[src/rtl/ppt_pkg.sv]
// ppt_pkg: widths, constants and helper functions for the period tachometer
// used by pulse_period_tachometer_core; depends on nothing else
package ppt_pkg;

	localparam int SAMPLE_BUFFER_SIZE = 16;

	localparam int IDX_W   = (SAMPLE_BUFFER_SIZE > 1) ? $clog2(SAMPLE_BUFFER_SIZE) : 1;
	localparam int CNT_W   = $clog2(SAMPLE_BUFFER_SIZE + 1);
	localparam int RPM_W   = 26;
	localparam int TIME_W  = 32;
	localparam int SUM_W   = RPM_W + $clog2(SAMPLE_BUFFER_SIZE);
	localparam int DIV_W   = SUM_W;
	localparam int DCNT_W  = $clog2(DIV_W);

	localparam int RPM_NUMERATOR = 60000000;
	localparam int MAP_IN_LOW    = 60;
	localparam int MAP_IN_HIGH   = 100000;
	localparam int MAP_SPAN      = MAP_IN_HIGH - MAP_IN_LOW;

	localparam logic [TIME_W-1:0] TIMEOUT_RESET = TIME_W'(1000000);

	localparam logic FUNC_PULSE  = 1'b0;
	localparam logic FUNC_UPDATE = 1'b1;

	// lowest rpm that maps to window index k
	function automatic logic [RPM_W-1:0] window_threshold(input int k);
		int t;
		begin
			t = MAP_IN_LOW + (k * MAP_SPAN + SAMPLE_BUFFER_SIZE - 1) / SAMPLE_BUFFER_SIZE;
			return RPM_W'(t);
		end
	endfunction

	// map of rpm over 60..100000 onto 0..size-1, capped at the top
	function automatic logic [IDX_W-1:0] rpm_window(input logic [RPM_W-1:0] rpm);
		logic [IDX_W-1:0] cnt;
		begin
			cnt = '0;
			for (int k = 1; k < SAMPLE_BUFFER_SIZE; k++) begin
				if (rpm >= window_threshold(k))
					cnt = cnt + IDX_W'(1);
			end
			return cnt;
		end
	endfunction

endpackage

[src/rtl/pulse_period_tachometer_core.sv]
// pulse_period_tachometer_core: period based tachometer with windowed average
// depends on ppt_pkg; holds the reading memory and the shared serial divider

// Each item is a pulse event or an update poll and yields one result. A pulse
// event and an update poll that takes no reading go straight to ST_DONE and
// reach the output register once it is free. An update poll that takes a
// reading runs the shared restoring divider to get rpm, stores the reading and
// derives the window in ST_STORE, checks in ST_CHECK whether the window closes,
// and if it does reads back window_last + 1 readings from the reading memory at
// one per cycle and runs the divider again for the average. A new item is taken
// once the previous one has reached the output register, even if that result
// still waits there. The reading memory needs no clearing pass: per entry valid
// bits make unwritten entries read as zero.
module pulse_period_tachometer_core (
	input  logic                        clk,
	input  logic                        arst_n,
	input  logic                        cfg_we,
	input  logic [ppt_pkg::TIME_W-1:0]  cfg_wdata,
	input  logic                        in_valid,
	output logic                        in_ready,
	input  logic                        func,
	input  logic [ppt_pkg::TIME_W-1:0]  now_us,
	output logic                        out_valid,
	input  logic                        out_ready,
	output logic [ppt_pkg::RPM_W-1:0]   rpm_average,
	output logic                        timed_out,
	output logic                        average_updated
);
	import ppt_pkg::*;

	typedef enum logic [6:0] {
		ST_IDLE    = 7'b0000001,
		ST_DIV_RPM = 7'b0000010,
		ST_STORE   = 7'b0000100,
		ST_CHECK   = 7'b0001000,
		ST_SUM     = 7'b0010000,
		ST_DIV_AVG = 7'b0100000,
		ST_DONE    = 7'b1000000
	} state_t;

	state_t state_q;

	logic [TIME_W-1:0]  timeout_q;
	logic [TIME_W-1:0]  last_q;
	logic [TIME_W-1:0]  period_q;
	logic               flag_q;
	logic               pending_q;
	logic [IDX_W-1:0]   sample_q;
	logic [IDX_W-1:0]   win_q;
	logic [CNT_W-1:0]   nxt_idx_q;
	logic [RPM_W-1:0]   avg_q;
	logic               upd_q;

	// reading memory and its valid bits
	logic [RPM_W-1:0]   mem [SAMPLE_BUFFER_SIZE];
	logic [SAMPLE_BUFFER_SIZE-1:0] valid_q;
	logic [RPM_W-1:0]   rd_data_s1;
	logic               rd_ok_s1;
	logic               rd_vld_s1;
	logic [CNT_W-1:0]   rd_addr_q;
	logic [SUM_W-1:0]   sum_q;
	logic               rd_go;
	logic               mem_we;
	logic [RPM_W-1:0]   rpm_new;

	// serial divider
	logic [TIME_W-1:0]  div_rem_q;
	logic [DIV_W-1:0]   div_quo_q;
	logic [TIME_W-1:0]  div_den_q;
	logic [DCNT_W-1:0]  div_cnt_q;
	logic [TIME_W:0]    div_trial;
	logic               div_ge;
	logic [TIME_W:0]    div_diff;
	logic [DIV_W-1:0]   div_quo_next;
	logic               div_last;

	logic               in_xfer;
	logic               out_load;
	logic [TIME_W-1:0]  elapsed;

	logic [RPM_W-1:0]   out_avg_q;
	logic               out_flag_q;
	logic               out_upd_q;
	logic               out_valid_q;

	assign in_ready = (state_q == ST_IDLE);
	assign in_xfer  = in_valid && in_ready;
	assign elapsed  = now_us - last_q;
	assign out_load = (state_q == ST_DONE) && (!out_valid_q || out_ready);

	assign div_trial    = {div_rem_q, div_quo_q[DIV_W-1]};
	assign div_ge       = div_trial >= {1'b0, div_den_q};
	assign div_diff     = div_trial - {1'b0, div_den_q};
	assign div_quo_next = {div_quo_q[DIV_W-2:0], div_ge};
	assign div_last     = (div_cnt_q == DCNT_W'(DIV_W - 1));

	assign rpm_new = div_quo_q[RPM_W-1:0];
	assign mem_we  = (state_q == ST_STORE);
	assign rd_go   = (state_q == ST_SUM) && (rd_addr_q <= CNT_W'(win_q));

	// synchronous reading memory with registered read data
	always_ff @(posedge clk) begin
		if (mem_we)
			mem[sample_q] <= rpm_new;
		rd_data_s1 <= mem[rd_addr_q[IDX_W-1:0]];
	end

	always_ff @(posedge clk or negedge arst_n) begin
		if (!arst_n) begin
			valid_q   <= '0;
			rd_ok_s1  <= 1'b0;
			rd_vld_s1 <= 1'b0;
		end else begin
			if (mem_we)
				valid_q[sample_q] <= 1'b1;
			rd_ok_s1  <= valid_q[rd_addr_q[IDX_W-1:0]];
			rd_vld_s1 <= rd_go;
		end
	end

	always_ff @(posedge clk or negedge arst_n) begin
		if (!arst_n)
			timeout_q <= TIMEOUT_RESET;
		else if (cfg_we)
			timeout_q <= cfg_wdata;
	end

	// divider datapath
	always_ff @(posedge clk) begin
		if (in_xfer) begin
			div_rem_q <= '0;
			div_quo_q <= DIV_W'(RPM_NUMERATOR);
			div_den_q <= period_q;
		end else if (state_q == ST_SUM) begin
			div_rem_q <= '0;
			div_quo_q <= sum_q;
			div_den_q <= TIME_W'(win_q) + TIME_W'(1);
		end else if (state_q == ST_DIV_RPM || state_q == ST_DIV_AVG) begin
			div_rem_q <= div_ge ? div_diff[TIME_W-1:0] : div_trial[TIME_W-1:0];
			div_quo_q <= div_quo_next;
		end
	end

	always_ff @(posedge clk or negedge arst_n) begin
		if (!arst_n) begin
			state_q   <= ST_IDLE;
			last_q    <= '0;
			period_q  <= '0;
			flag_q    <= 1'b0;
			pending_q <= 1'b0;
			sample_q  <= '0;
			win_q     <= '0;
			nxt_idx_q <= '0;
			avg_q     <= '0;
			upd_q     <= 1'b0;
			rd_addr_q <= '0;
			sum_q     <= '0;
			div_cnt_q <= '0;
		end else begin
			unique case (state_q)
				ST_IDLE: begin
					if (in_xfer) begin
						upd_q     <= 1'b0;
						div_cnt_q <= '0;
						state_q   <= ST_DONE;
						if (func == FUNC_PULSE) begin
							period_q  <= elapsed;
							last_q    <= now_us;
							flag_q    <= 1'b0;
							pending_q <= 1'b1;
						end else begin
							pending_q <= 1'b0;
							if (elapsed > timeout_q && !flag_q && !pending_q) begin
								flag_q   <= 1'b1;
								avg_q    <= '0;
								sample_q <= '0;
							end else if (!flag_q && pending_q && period_q != '0) begin
								state_q <= ST_DIV_RPM;
							end
						end
					end
				end
				ST_DIV_RPM: begin
					div_cnt_q <= div_cnt_q + DCNT_W'(1);
					if (div_last)
						state_q <= ST_STORE;
				end
				ST_STORE: begin
					win_q     <= rpm_window(rpm_new);
					nxt_idx_q <= CNT_W'(sample_q) + CNT_W'(1);
					state_q   <= ST_CHECK;
				end
				ST_CHECK: begin
					if (nxt_idx_q > CNT_W'(win_q)) begin
						sample_q  <= '0;
						rd_addr_q <= '0;
						sum_q     <= '0;
						state_q   <= ST_SUM;
					end else begin
						sample_q <= nxt_idx_q[IDX_W-1:0];
						state_q  <= ST_DONE;
					end
				end
				ST_SUM: begin
					if (rd_go)
						rd_addr_q <= rd_addr_q + CNT_W'(1);
					if (rd_vld_s1 && rd_ok_s1)
						sum_q <= sum_q + SUM_W'(rd_data_s1);
					if (!rd_go && !rd_vld_s1) begin
						div_cnt_q <= '0;
						state_q   <= ST_DIV_AVG;
					end
				end
				ST_DIV_AVG: begin
					div_cnt_q <= div_cnt_q + DCNT_W'(1);
					if (div_last) begin
						avg_q   <= div_quo_next[RPM_W-1:0];
						upd_q   <= 1'b1;
						state_q <= ST_DONE;
					end
				end
				ST_DONE: begin
					if (out_load)
						state_q <= ST_IDLE;
				end
				default: state_q <= ST_IDLE;
			endcase
		end
	end

	// output register parts the result from the next item's work
	always_ff @(posedge clk or negedge arst_n) begin
		if (!arst_n)
			out_valid_q <= 1'b0;
		else if (out_load)
			out_valid_q <= 1'b1;
		else if (out_ready)
			out_valid_q <= 1'b0;
	end

	always_ff @(posedge clk) begin
		if (out_load) begin
			out_avg_q  <= avg_q;
			out_flag_q <= flag_q;
			out_upd_q  <= upd_q;
		end
	end

	assign out_valid       = out_valid_q;
	assign rpm_average     = out_avg_q;
	assign timed_out       = out_flag_q;
	assign average_updated = out_upd_q;

`ifndef ASSERT_OFF
	// a new average never comes with the timeout flag set
	a_upd_not_timed_out: assert property (@(posedge clk) disable iff (!arst_n)
		out_valid |-> !(average_updated && timed_out))
		else $error("average update reported while timed out");

	// after a timeout the speed reads zero
	a_timeout_zero: assert property (@(posedge clk) disable iff (!arst_n)
		out_valid && timed_out |-> rpm_average == '0)
		else $error("nonzero speed while timed out");

	// one item at a time: no transfer right after a transfer
	a_one_item: assert property (@(posedge clk) disable iff (!arst_n)
		in_valid && in_ready |=> !in_ready)
		else $error("input taken while an item is in work");

	// divider count stays inside its iteration range
	a_div_cnt: assert property (@(posedge clk) disable iff (!arst_n)
		(state_q == ST_DIV_RPM || state_q == ST_DIV_AVG) |->
			div_cnt_q <= DCNT_W'(DIV_W - 1))
		else $error("divider ran past its last step");
`endif

endmodule

[config.mk]
export PLATFORM = sky130hd
export DESIGN_NAME = pulse_period_tachometer_core
export DESIGN_NICKNAME = d
export VERILOG_FILES = /design/src/rtl/ppt_pkg.sv /design/src/rtl/pulse_period_tachometer_core.sv
export SDC_FILE = /design/constraint.sdc
export NUM_CORES = 1
export LEC_CHECK = 0
export ABC_AREA = 1
export BUFFER_PORTS_ARGS = -buffer_cell sky130_fd_sc_hd__buf_2
export CORE_AREA = 2 2 364 294
export DETAILED_ROUTE_END_ITERATION = 10
export DIE_AREA = 0 0 366 296
export PLACE_DENSITY_LB_ADDON = 0.05
export SLEW_MARGIN = 5
export SYNTH_ARGS = -nofsm -noshare
export SYNTH_HDL_FRONTEND = slang
export SYNTH_SLANG_ARGS = --single-unit
export TNS_END_PERCENT = 20
[constraint.sdc]
create_clock -name clk -period 20.8 [get_ports clk]
set_input_delay 1.04 -clock clk [delete_from_list [all_inputs] [get_ports clk]]
set_output_delay 1.04 -clock clk [all_outputs]
set_load 0.02 [all_outputs]
; ---- Word level (Yosys, flattened, before mapping)
; Memory sizes are Yosys's and may differ from the RTL's. A register that Yosys moved wholly into a read port is not among the register bits.
; Index checks and enable logic that the tools add are counted.
[word_totals]
reg_bits = 326
out_inout_bits = 30
ramBits = 416
input_bits = 70
memories = 1
wordCells = 203
[mem_list]
columns = name, depth, word_bits, read_ports, rd_ports_with_merged_regs, write_ports, line
row1 = mem, 16, 26, 1, 1, 1, pulse_period_tachometer_core.sv:55  ; logic [RPM_W-1:0] mem [SAMPLE_BUFFER_SIZE];
[op_classes]
eq_ne = 19
add_sub_neg = 21
n_lt_le_gt_ge = 22
n_mux = 77
n_bitwise = 2
n_reduce_logical = 37
[op_table]
columns = op, n
row1 = "26-bit by 16-bit greater-or-equal comparator with 1-bit output, second input constant", 5
row2 = "26-bit by 17-bit greater-or-equal comparator with 1-bit output, second input constant", 5
row3 = 4-bit two-way mux, 32
row4 = 30-bit two-way mux, 4
row5 = 26-bit two-way mux, 4
row6 = 32-bit two-way mux, 3
row7 = "26-bit by 15-bit greater-or-equal comparator with 1-bit output, second input constant", 3
row8 = 32-bit subtractor, 2
row9 = 7-bit two-way mux, 9
row10 = 30-bit one-hot mux with 2 select lines, 1
row11 = "4-bit by 1-bit adder with 4-bit output, second input constant", 14
row12 = 26-bit one-hot mux with 2 select lines, 1
row13 = 7-bit one-hot mux with 7 select lines, 1
row14 = 33-bit by 32-bit greater-or-equal comparator with 1-bit output, 1
row15 = 32-bit > comparator, 1
row16 = 32-bit nonzero test, 1
row17 = 30-bit by 26-bit adder with 30-bit output, 1
row18 = "26-bit by 13-bit greater-or-equal comparator with 1-bit output, second input constant", 1
row19 = "26-bit by 14-bit greater-or-equal comparator with 1-bit output, second input constant", 1
row20 = 5-bit two-way mux, 4
row21 = 3-bit AND reduction, 6
row22 = 16-bit bitwise OR, 1
row23 = 5-bit one-hot mux with 3 select lines, 1
row24 = 1-bit two-way mux, 12
row25 = other kinds (31), 64

; ---- Depth between registers and ports, before layout
[depth]
ltp_word = 44
mapped_depth = 55
ltp_nobuf = 54

; ---- Least setup slack after synthesis
; No wires, ideal clock.
[synth_timing]
path_kind = register to register
startpoint = reg div_quo_q[8]
endpoint = reg win_q[2]
path_stages_with_launch = 52
required_ps = 20673
slack_ps = 13374
synth_period_minus_slack_ps = 7426
t_arrival_ps = 7300
path_buffers = 0
setup_time_ps = 127
cell_sequence = dfxtp_1 -> inv_1 -> nand2_1 -> inv_1 -> nand3_1 -> inv_1 -> nand4_1 -> nor3_1 -> nor4_1 -> o21a_1 -> ha_1 -> inv_1 -> nand3_1 -> nand2_2 -> inv_1 -> ha_1 -> inv_1 -> nand2_1 -> [16 not listed] -> ha_1 -> inv_1 -> o21ai_0 -> xor2_1 -> o21ai_1 -> ha_1 -> or2_2 -> nand2_1 -> inv_1 -> o21ai_0 -> o21ai_1 -> ha_1 -> nand2_1 -> nand2_1 -> ha_1 -> a22o_1 -> nand3_1 -> o21ai_0
[synth_via]
elab_chain_cells = 44
word_cells_on_any_way = 58
classes_between = add/sub (14) / order compare (15) / mux (29)
[synth_rtl]
columns = item, line
row1 = "start, declared", pulse_period_tachometer_core.sv:68  ; logic [DIV_W-1:0] div_quo_q;
row2 = "start signal, assigned", pulse_period_tachometer_core.sv:132  ; div_quo_q <= DIV_W'(RPM_NUMERATOR);
row3 = "start signal, assigned", pulse_period_tachometer_core.sv:136  ; div_quo_q <= sum_q;
row4 = "start signal, assigned", pulse_period_tachometer_core.sv:140  ; div_quo_q <= div_quo_next;
row5 = 26-bit by 13-bit greater-or-equal comparator with 1-bit output, ppt_pkg.sv:40  ; if (rpm >= window_threshold(k))
row6 = 1-bit two-way mux, ppt_pkg.sv:40
row7 = 4-bit two-way mux, pulse_period_tachometer_core.sv:160  ; unique case (state_q)
row8 = 4-bit by 1-bit adder with 4-bit output, ppt_pkg.sv:41  ; cnt = cnt + IDX_W'(1);
row9 = 4-bit two-way mux, ppt_pkg.sv:40
row10 = 4-bit two-way mux, pulse_period_tachometer_core.sv:160
row11 = 4-bit by 1-bit adder with 4-bit output, ppt_pkg.sv:41
row12 = 4-bit two-way mux, ppt_pkg.sv:40
row13 = [28 not listed], n/a
row14 = 4-bit by 1-bit adder with 4-bit output, ppt_pkg.sv:41
row15 = 4-bit two-way mux, ppt_pkg.sv:40
row16 = 4-bit two-way mux, pulse_period_tachometer_core.sv:160
row17 = 4-bit by 1-bit adder with 4-bit output, ppt_pkg.sv:41
row18 = 4-bit two-way mux, ppt_pkg.sv:40
row19 = 4-bit two-way mux, pulse_period_tachometer_core.sv:160
row20 = 4-bit by 1-bit adder with 4-bit output, ppt_pkg.sv:41
row21 = 4-bit two-way mux (*), ppt_pkg.sv:40
row22 = "end signal, assigned", pulse_period_tachometer_core.sv:189  ; win_q <= rpm_window(rpm_new);
row23 = "end, declared", pulse_period_tachometer_core.sv:49  ; logic [IDX_W-1:0] win_q;
; Mark *: on every way between the ends. The rest lies on a longest branch, timed or not. The select of a mux whose other input is x is not followed.
; A chain may end at the register's enable or synchronous reset.

; ---- Final worst setup path
; Same ends and word-level chain as after synthesis.

==> flow_summary_export.csv <==
group,metric,value,unit
yosys,ys_top_cells_by_area,"edfxtp_1, dfrtp_1, nand2_1",
timing,fin_tns_setup,0,ps
yosys,synth.net_count,3970,
clock_network,cts_resized,0,
timing,fmax,117,MHz
grt,grt_usage,21.7,%
clock_network,cts_setup_buffers,0,
finish,nFillCells,10600,
clock_network,clk_latency,690,ps
yosys,netlist-cell-type-count,62,
clock_network,cts_root_buf,"clkbuf_16",
yosys,synth_top_area_share,39.2,%
worst_setup_path,cp-end-kind,"flop",
pwr,power.density,113,nW/um2
yosys,synth-compound-area-share,14.2,%
clock_network,numCtsBuffers,85,
clock_network,cts_tree,"built",
timing,fin_skew,30.4,ps
route,drt_iter0_markers,2400,
timing,slew_headroom,29.5,%
timing,setup_viol,0,
worst_setup_path,path_class,"reg -> reg",
placed_design,gp_congestion,0.897,
grt,grt.overflow.total,0,
placed_design,dp_hpwl,72600,um
worst_setup_path,crit_required,21350,ps
hold_path,min_path_type,"in -> async",
timing,period_needed,8560,ps
placed_design,numPortBuffers,99,
timing,min_period_over_period,41.2,%
floorplan,rows,107,
grt,grt_pass1_vias,25400,
timing,rsz0062_at_grt,"false",
route,via_per_inst,5.10,
timing,report.final.hold_viol_count,0,
yosys,synth_warnings,0,
grt,grt_first_pass_wirelength,174000,um
yosys,synthArstFlopShare,26.6,%
route,drcViolationCount,0,
outcome,status,"finished, final reports clean",
finish,layout.nets,4049,
floorplan,die_w,366,um
yosys,synth-simple-area-share,14.6,%
worst_setup_path,cp.arrival,9110,ps
route,routed-via-count,27100,
worst_setup_path,crit_buf_inv,10,
route,detail_route.wl_per_cell,22.3,um
worst_setup_path,ff2ff_path_depth,51,
worst_setup_path,critPathTopFamily,"simple AND/OR/NAND/NOR gates",
yosys,synth-xor-area-share,1.85,%
route,drt_pre_antenna_iters,6,
clock_network,htreeDepth,3,
yosys,syn_area_per_cell,9.73,um2
grt,antenna_found_initial,7,
grt,grt_max_degree,164,
clock_network,holdBufCountCts,0,
pwr,power,4.68,mW
clock_network,path_clk_slew,60,ps
yosys,yosys-mux-area-fraction,0.0309,%
yosys,yosysSeqAreaShare,58.1,%
yosys,synth_top_family_by_area,"simple AND/OR/NAND/NOR gates",
floorplan,die-area,108000,um2
worst_setup_path,cp-start-kind,"flop",
floorplan,die_h,296,um
worst_setup_path,cpMaxStageDelayCell,"dfxtp_1",
clock_network,cts.path.max_buffers,3,
yosys,syn_area,36400,um2
yosys,ys.flop_type,"edfxtp_1",
timing,maxSlewViolCount,0,
timing,worstMarginPinSlew,1060,ps
finish,drive_above_1_share,10.0,%
pwr,ir_drop,68.1,uV
worst_setup_path,slowest_delay,800,ps
route,ant_nets,0,
yosys,synth_largest_area_cell,"edfxtp_1",
finish,area_growth,13.7,%
worst_setup_path,path_depth,51,
run,drv_cap,0,
route,routed_wl,118000,um
floorplan,io_pins,100,
floorplan,coreArea,105000,um2
pwr,cellLeakagePower,16.9,nW
yosys,synth_edf_count,476,
yosys,syn_inst,3746,
yosys,ys_ff_latch,768,
floorplan,initial_utilization,34.6,%
yosys,synth_adder_area_share,5.35,%
worst_setup_path,worst-path-max-fanout,22,
clock_network,clock-sinks,768,
[worst register-to-register path: cells and delay by family, from the launching register on]
kind	cells	cell delay, ps
xor gates and xnor gates	2	340
DFF	1	800
and+or+nand+nor	21	2670
adders and majority gates	8	2170
AOI/OAI and AO/OA	10	1630
buffers and inverters	10	790
[cells in the mapped netlist, types with 5 or more instances]
cell / n
o211ai_1: 29
o21a_1: 5
nand2_2: 20
nor4_1: 9
a21boi_1: 12
nand4_1: 34
xor2_1: 51
dfstp_2: 8
inv_1: 384
o2111ai_1: 11
o221ai_1: 44
o21ai_0: 436
nor2_2: 5
buf_1: 12
ha_1: 151
a21oi_1: 196
or2_2: 18
nand2_1: 660
a32o_1: 5
clkbuf_1: 131
nand2_4: 5
a211oi_1: 6
dfrtp_1: 196
nor3_1: 12
o22ai_1: 67
inv_2: 14
nor2_1: 362
o31ai_1: 5
xnor2_1: 26
dfxtp_1: 88
nand3_1: 130
buf_4: 5
buf_2: 5
nand3_2: 7
o21bai_1: 5
a31oi_1: 23
edfxtp_1: 476
o21ai_1: 38
[cells in the final DEF (no fill, tap or decap), types with 13 or more instances in the layout]
master       n
xnor2_1     26
nor2_1     341
clkbuf_1    29
buf_4       46
a31oi_1     23
dfrtp_1    193
o22ai_1     67
dfxtp_1     88
inv_1      383
clkbuf_16   86
o221ai_1    44
nand4_1     34
clkinv_2    16
nand2_1    659
edfxtp_1   476
inv_2       13
o211ai_1    29
nand3_1    130
xor2_1      51
nand2_2     21
or2_2       18
o21ai_1     38
nor2_4      22
ha_1       151
a21oi_1    196
buf_2       98
o21ai_0    436
[flip-flops by register name (all words and copies together), names as in the netlist, 7 cells and up]
name	flops
mem	416
div_den_q	32
div_rem_q	32
last_q	32
period_q	32
timeout_q	32
div_quo_q	30
sum_q	30
avg_q	26
rd_data_s1	26
rpm_average	26
valid_q	16
state_q	7
[per-layer routing]
| layer | global-route usage [%] | vias to the layer above | part of all wire, % | wire, um |
|---|---|---|---|---|
| li1 | - | 13100 | - | - |
| met1 | 35.0 | 13200 | 52 | 62000 |
| met2 | 29.5 | 689 | 40 | 47000 |
| met3 | 3.64 | 140 | 6.0 | 7130 |
| met4 | 4.95 | 2 | 2.0 | 2320 |
| met5 | 0 | - | 0.011 | 13 |
[cell type report]
| class | count | area, um2 | area share [%] |
|---|---|---|---|
| Inverter | 403 | 1520 | 3.67 |
| Clock inverter | 38 | 414 | 0.999 |
| Multi-Input combinational cell | 2421 | 13300 | 32.1 |
| Antenna cell | 7 | 17.5 | 0.0423 |
| Timing Repair Buffer | 146 | 871 | 2.10 |
| Clock buffer | 122 | 2360 | 5.69 |
| Sequential cell | 768 | 21200 | 51.1 |
| Tap cell | 1417 | 1770 | 4.28 |
[power by group]
| group | switching (mW) | leakage (nW) | internal [mW] |
|---|---|---|---|
| Sequential | 0.112 | 7.74 | 1.82 |
| Combinational | 0.827 | 7.85 | 0.399 |
| Clock | 0.651 | 1.34 | 0.870 |
[worst paths after layout]
kind	start	to	slack [ps]
min in group clk	flag_q	timed_out	450
max reg2reg	div_quo_q[8]	win_q[2]	12240
min	arst_n	period_q[21]	360
max	div_quo_q[8]	win_q[2]	12240
min reg2reg	flag_q	timed_out	450
max in group asynchronous	arst_n	rd_addr_q[0]	18890
[through the flow]
| stage | setup slack (ps) | cell area (um2) | util [%] | instances | hold WS (ps) |
|---|---|---|---|---|---|
| final | 12240 | 41400 | 39.4 | 5322 | 364 |
| after global routing | 11330 | 41400 | 39.4 | 5315 | 413 |
| after CTS | 12280 | 41400 | 39.4 | 5315 | 409 |
| after detailed placement | 12340 | 38600 | 36.7 | 5155 | 435 |
| after global placement | 12420 | 38600 | 36.7 | 5155 | 433 |
| after floorplan | 13370 | 36400 | - | 3746 | 419 |
[logic make-up after synthesis]
group / count (synthesis)
AOI/OAI and AO/OA: 914
xor gates and xnor gates: 77
adders and majority gates: 154
buffers and inverters: 557
DFF: 768
muxes: 1
and+or+nand+nor: 1275
No activity file was read; power rests on OpenSTA's default activity.
